**config.mk**
```make
export PLATFORM = sky130hd
export DESIGN_NAME = tvf_div
export DESIGN_NICKNAME = d
export VERILOG_FILES = /design/src/design/tvf_pkg.sv /design/src/design/tvf_div.sv
export SDC_FILE = /design/constraint.sdc
export NUM_CORES = 1
export LEC_CHECK = 0
export ABC_AREA = 1
export BUFFER_PORTS_ARGS = -buffer_cell sky130_fd_sc_hd__buf_2
export CAP_MARGIN = 20
export CORE_MARGIN = 2
export CORE_UTILIZATION = 35
export CTS_CLUSTER_SIZE = 24
export DETAILED_ROUTE_END_ITERATION = 6
export HOLD_SLACK_MARGIN = 0.1
export SLEW_MARGIN = 20
export SYNTH_ARGS = -nofsm -noshare
export SYNTH_HDL_FRONTEND = slang
export SYNTH_SLANG_ARGS = --single-unit
```
**constraint.sdc**
```tcl
create_clock -name clk -period 6.9 [get_ports clk]
set_clock_uncertainty 0.1 [all_clocks]
set_input_delay 0.69 -clock clk [delete_from_list [all_inputs] [get_ports clk]]
set_output_delay 0.69 -clock clk [all_outputs]
set_load 0.005 [all_outputs]
```
**src/design/tvf_pkg.sv**
```systemverilog
// Shared types, constants and register codes for the TSDF voxel fusion block.
package tvf_pkg;

  // Voxel store geometry (power of two; the address is taken modulo the depth)
  localparam int VOXEL_COUNT = 65536;
  localparam int IDX_W       = $clog2(VOXEL_COUNT);

  // Register reset values
  localparam logic [14:0] TRUNC_RESET   = 15'd205;
  localparam logic [14:0] EPS_RESET     = 15'd61;
  localparam logic        DROP_EN_RESET = 1'b1;
  localparam logic [15:0] MAX_W_RESET   = 16'hFFFF;

  // Iterative divider geometry: quotient always fits in DIV_Q_W bits
  localparam int DIV_Q_W   = 16;
  localparam int DIV_DEN_W = 17;
  localparam int DIV_NUM_W = DIV_DEN_W + DIV_Q_W;
  localparam int DIV_CNT_W = $clog2(DIV_Q_W + 1);

  typedef enum logic [1:0] {
    CFG_TRUNC   = 2'd0,
    CFG_EPS     = 2'd1,
    CFG_DROP_EN = 2'd2,
    CFG_MAX_W   = 2'd3
  } cfg_index_t;

  typedef struct packed {
    logic [15:0]        voxel_address;
    logic [15:0]        obs_weight;
    logic signed [15:0] obs_sdf;
  } in_item_t;

  typedef struct packed {
    logic [15:0]        out_address;
    logic signed [15:0] fused_distance;
    logic [15:0]        fused_weight;
    logic               was_updated;
  } out_item_t;

  typedef struct packed {
    logic signed [15:0] distance;
    logic [15:0]        weight;
  } voxel_t;

  typedef struct packed {
    logic             en;
    logic [IDX_W-1:0] addr;
    voxel_t           data;
  } store_wr_t;

  typedef struct packed {
    logic                 start;
    logic [DIV_NUM_W-1:0] num;
    logic [DIV_DEN_W-1:0] den;
  } div_req_t;

  typedef struct packed {
    logic               done;
    logic [DIV_Q_W-1:0] quot;
  } div_rsp_t;

endpackage

```
**src/design/tvf_div.sv**
```systemverilog
// Restoring radix-2 divider, one quotient bit per cycle, shared by both divisions.
module tvf_div (
  input  logic               clk,
  input  logic               rst,
  input  tvf_pkg::div_req_t  req,
  output tvf_pkg::div_rsp_t  rsp
);
  import tvf_pkg::*;

  logic                 busy;
  logic                 done;
  logic [DIV_CNT_W-1:0] cnt;
  logic [DIV_DEN_W-1:0] rem;
  logic [DIV_DEN_W-1:0] den;
  logic [DIV_Q_W-1:0]   quo;
  logic [DIV_DEN_W:0]   trial_in;
  logic [DIV_DEN_W:0]   trial;
  logic                 take;

  always_comb begin
    trial_in = {rem, quo[DIV_Q_W-1]};
    take     = trial_in >= {1'b0, den};
    trial    = trial_in - {1'b0, den};
  end

  always_ff @(posedge clk) begin
    if (rst) begin
      busy <= 1'b0;
      done <= 1'b0;
      cnt  <= '0;
    end else begin
      done <= 1'b0;
      if (req.start) begin
        busy <= 1'b1;
        cnt  <= DIV_CNT_W'(DIV_Q_W);
      end else if (busy) begin
        cnt <= cnt - DIV_CNT_W'(1);
        if (cnt == DIV_CNT_W'(1)) begin
          busy <= 1'b0;
          done <= 1'b1;
        end
      end
    end
  end

  // Upper numerator bits are below the divisor, so only DIV_Q_W steps are needed
  always_ff @(posedge clk) begin
    if (req.start) begin
      rem <= req.num[DIV_NUM_W-1:DIV_Q_W];
      quo <= req.num[DIV_Q_W-1:0];
      den <= req.den;
    end else if (busy) begin
      rem <= take ? trial[DIV_DEN_W-1:0] : trial_in[DIV_DEN_W-1:0];
      quo <= {quo[DIV_Q_W-2:0], take};
    end
  end

  assign rsp.done = done;
  assign rsp.quot = quo;

endmodule

```
**Word level (Yosys, flattened, before mapping)**

Index checks and enable logic that the tools add are counted.

- Register bits after elaboration: 57
- Bits of input ports: 53
- Output and inout port bits: 17
- Word-level logic and storage cells: 26

- $add $sub $neg: 2
- Magnitude comparators: 1
- Equal/unequal tests: 1
- Mux-type cells: 11
- Bitwise logic cells: 1
- Reductions and logical operators: 3

Operators with widths:

| operator | number |
|---|---|
| 2-to-1 mux 17 bit | 3 |
| 2-to-1 mux 16 bit | 2 |
| greater-or-equal comparator 18 x 17 -> 1 bit | 1 |
| subtractor 17 bit | 1 |
| 2-to-1 mux 5 bit | 2 |
| equality test 5 x 1 -> 1 bit (second input constant) | 1 |
| subtractor 5 x 1 -> 5 bit (second input constant) | 1 |
| 2-to-1 mux 1 bit | 4 |
| OR reduction 3 bit | 1 |
| nonzero test 2 bit | 1 |
| OR reduction 2 bit | 1 |
| inverter 1 bit | 1 |

**Longest topological paths before layout**

- Word-level depth: 4
- Gate-level depth with buffers: 15
- Mapped depth without buffers: 14

**Least setup slack after synthesis**

No wires, ideal clock.

- Path type: in2reg
- Start: in req[50] in the netlist's numbering
- End: reg quo[0] (enable)
- Setup time: 0.391 ns
- Arrival time: 1.923 ns
- Data required time: 6.409 ns
- Slack: 4.486 ns
- Stages on the path: 3
- Path through: clkbuf_1 > clkinv_1 > nand2_1

- Longest elaborated chain between the ends: 1

Ends and longest elaborated chain:

| what | RTL line | RTL |
|---|---|---|
| from (decl) | tvf_div.sv:5 | `input tvf_pkg::div_req_t req,` |
| nonzero test 2 bit (no source line) | -- |  |
| to (signal assigned) | tvf_div.sv:50 | `quo <= req.num[DIV_Q_W-1:0];` |
| to (signal assigned) | tvf_div.sv:54 | `quo <= {quo[DIV_Q_W-2:0], take};` |
| to (decl) | tvf_div.sv:15 | `logic [DIV_Q_W-1:0] quo;` |

Every way passes these cells.
A chain may end at the register's enable or synchronous reset.

**Worst setup path in the final report**

- Start: in req[50] in the netlist's numbering
- End: reg rem[3] (enable)

- Longest elaborated chain between the ends: 1

Ends and longest elaborated chain:

| what | RTL line | RTL |
|---|---|---|
| nonzero test 2 bit (no source line) | -- |  |
| to (signal assigned) | tvf_div.sv:49 | `rem <= req.num[DIV_NUM_W-1:DIV_Q_W];` |
| to (signal assigned) | tvf_div.sv:53 | `rem <= take ? trial[DIV_DEN_W-1:0] : trial_in[DIV_DEN_W-1:0];` |
| to (decl) | tvf_div.sv:13 | `logic [DIV_DEN_W-1:0] rem;` |

Every way passes these cells.

==> metrics.cfg <==
[sta]
rsz0062_at_grt=no
drv_slew=0
period_minus_slack_ps=2512
max_freq_mhz=398.0
setup_viol=0
fin_crit_sh_pct=36.41
report.final.hold_viol_count=0
tns_ps=0
hold_ws_ps=371.4
worstMarginPinSlew_ps=792.1
slew_headroom_pct=47.06

[cells_and_area]
nNetsFinal=623
fill_cells=1043
drive_gt1_share_pct=17.84
area_delta_synth_final_pct=17.78
antennaDiodeCount=0
final_core_util_pct=42.13

[setup_path]
start_kind=input pin
cp.required_ps=6820
setup.worst_path.class=input pin to flip-flop
arrival_ps=2440
crit_top_cell=buf_4
reg2reg_depth=12
r2r_start=quo[15]
cp_cell_sequence=buf_2 -> buf_4 -> clkinv_1 -> nand2_1 -> buf_4
r2r_setup_slack_ps=4480
path_buf_inv=4
cp_slowest_stage_delay_ps=620
slowest_stage=nand2_1
r2r_end=rem[16]
cp_max_fo=52
critPathCaptureType=flip-flop
crit_family=buffers and inverters

[global_route]
grt_pass1_vias=3217
antenna_found_initial=0
grt-ovfl-total=0
grt_max_degree=53
grt_usage_pct=16.64
grt_pass1_wl_um=14790

[yosys]
yosysSeqAreaShare_pct=44.85
synthCells=478
syn_avg_cell_area_um2=7.656
yosysWarnings=0
mappedNetlistNets=551
synth.top_cells.by_count=nand2_1, inv_1, edfxtp_1, nand3_1, nor2_1
synth_edf_count=50
synth_top_area_cell=edfxtp_1
synth.most_common_cell=nand2_1
async_flop_share_pct=0
yosysTopAreaCellShare_pct=41.03
yosysUniqueCellTypes=35
synth-seq-cells=57
synthFlopType=edfxtp_1
synthesis.area_mm2=0.003660
synth_area_leaders=edfxtp_1, nand2_1, inv_1, ha_1, nand3_1

[floorplanning]
dieArea_mm2=0.01129
ios=70
die_y_um=106.3
coreArea_mm2=0.01023
start_util_pct=35.77
rows=37
fp.dieW_um=106.3

[status]
status=completed

[detailed_routing]
vias=3182
wl_per_cell_um=12.45
drt_wl_total_um=8604
drtPass1Iterations=5
ant_nets=0
drtIter0Drc=116
drc_errors=0
via_per_inst=4.605

[clock_tree]
clk_latency_ps=350
cts_setup_buffers=0
cts_sinks=57
clk_path_buf_depth=2
root_buffer=clkbuf_8
hold_buffers=0
clk_pin_slew_ps=80
cts_tree=yes
cts_htree_levels=3
cts_resized=0
numCtsBuffers=9

[placement]
gp_congestion=0.9467
io_buffers=69
hpwl_um=6242

[hold_path]
hold_depth=2
worstHoldStart=cnt[4]
min_path_type=flip-flop to flip-flop
min_to=cnt[4]

[power]
peakVddDrop_uv=89.18
pwr_density_cell_mw_per_mm2=277.0
p_leak_nw=2.268
power.total_mw=1.194

[run]
drv_cap=0

-- through the flow --
step                      instances  worst slack [ps]  instance area (um2)
after global routing            691              4172                 4310
after floorplan                 478              4486                 3660
after CTS                       691              4337                 4310
after global placement          675              4023                 4131
final                           691              4388                 4310
after detailed placement        675              3996                 4131
-- cells by family after synthesis --
| kind of cell | count (synthesis) | synth area share (%) |
|---|---|---|
| flops | 57 | 44.85 |
| xor+xnor | 8 | 1.915 |
| buf+inv | 89 | 9.812 |
| fa+ha+maj | 20 | 7.043 |
| compound gates | 20 | 3.111 |
| simple gates | 284 | 33.27 |
-- flip-flops by register name, summed over array words and instances (netlist names) --
name and count:
cnt 5, busy 1, den 17, done 1, rem 17, quo 16
-- metal layers --
metal | wire [um] | global-route usage, % | up-vias
met5 | 0 | 0 | -
met4 | 123 | 6.579 | 0
met3 | 509 | 4.108 | 11
met2 | 3987 | 27.34 | 89
met1 | 3984 | 21.03 | 1437
li1 | - | - | 1645
-- where the power goes --
group          switching, mW  leakage [nW]  internal [mW]  total, mW
registers             0.0244         0.561          0.434      0.458
clock network          0.158        0.0941          0.133      0.291
logic                  0.276          1.61          0.168      0.444
total                  0.459          2.27          0.735       1.19
-- how the worst max path moves through the flow --
stage / from / endpoint / slack (ps) / depth (start not counted)
5_1_grt: req[50] / rem[7] / 4170 / 5
2_1_floorplan: req[50] / quo[0] / 4490 / 3
4_1_cts: req[50] / rem[7] / 4340 / 5
3_5_place_dp: req[50] / rem[11] / 4000 / 5
3_3_place_gp: req[50] / rem[11] / 4020 / 5
6_report: req[50] / rem[3] / 4390 / 5
-- worst register-to-register path: cells and delay by family (launching register included) --
| kind | cells | cell delay (ps) |
|---|---|---|
| flip-flops | 1 | 410 |
| buffers and inverters | 2 | 150 |
| adder cells (fa/ha/maj) | 2 | 580 |
| AND/OR/NAND/NOR | 8 | 950 |
-- layout by cell type, fill, tap and decap left out, types with 2 or more instances in the layout --
master | Yosys | layout
o21ai_1 | 5 | 5
nand2_2 | 3 | 3
a21oi_1 | 10 | 10
dfxtp_1 | 7 | 7
buf_2 | 2 | 69
nand4_1 | 3 | 3
nand2_1 | 193 | 193
nand3_1 | 35 | 35
nor2_1 | 29 | 29
inv_1 | 76 | 76
nor3_1 | 4 | 4
clkinv_4 | 0 | 4
o21ai_2 | 2 | 2
edfxtp_1 | 50 | 50
buf_4 | 1 | 3
ha_1 | 19 | 19
xnor2_1 | 7 | 7
clkbuf_8 | 0 | 9
nand3b_1 | 9 | 9
-- layout make-up --
cell class / instances / area [um2] / area share (%)
Clock inverter: 7 / 55.05 / 1.277
Multi-Input combinational cell: 332 / 1659 / 38.49
Inverter: 78 / 292.8 / 6.792
Sequential cell: 57 / 1642 / 38.08
Timing Repair Buffer: 72 / 367.9 / 8.534
Tap cell: 136 / 170.2 / 3.948
Clock buffer: 9 / 123.9 / 2.874
Power figures use the tool's default switching activity.
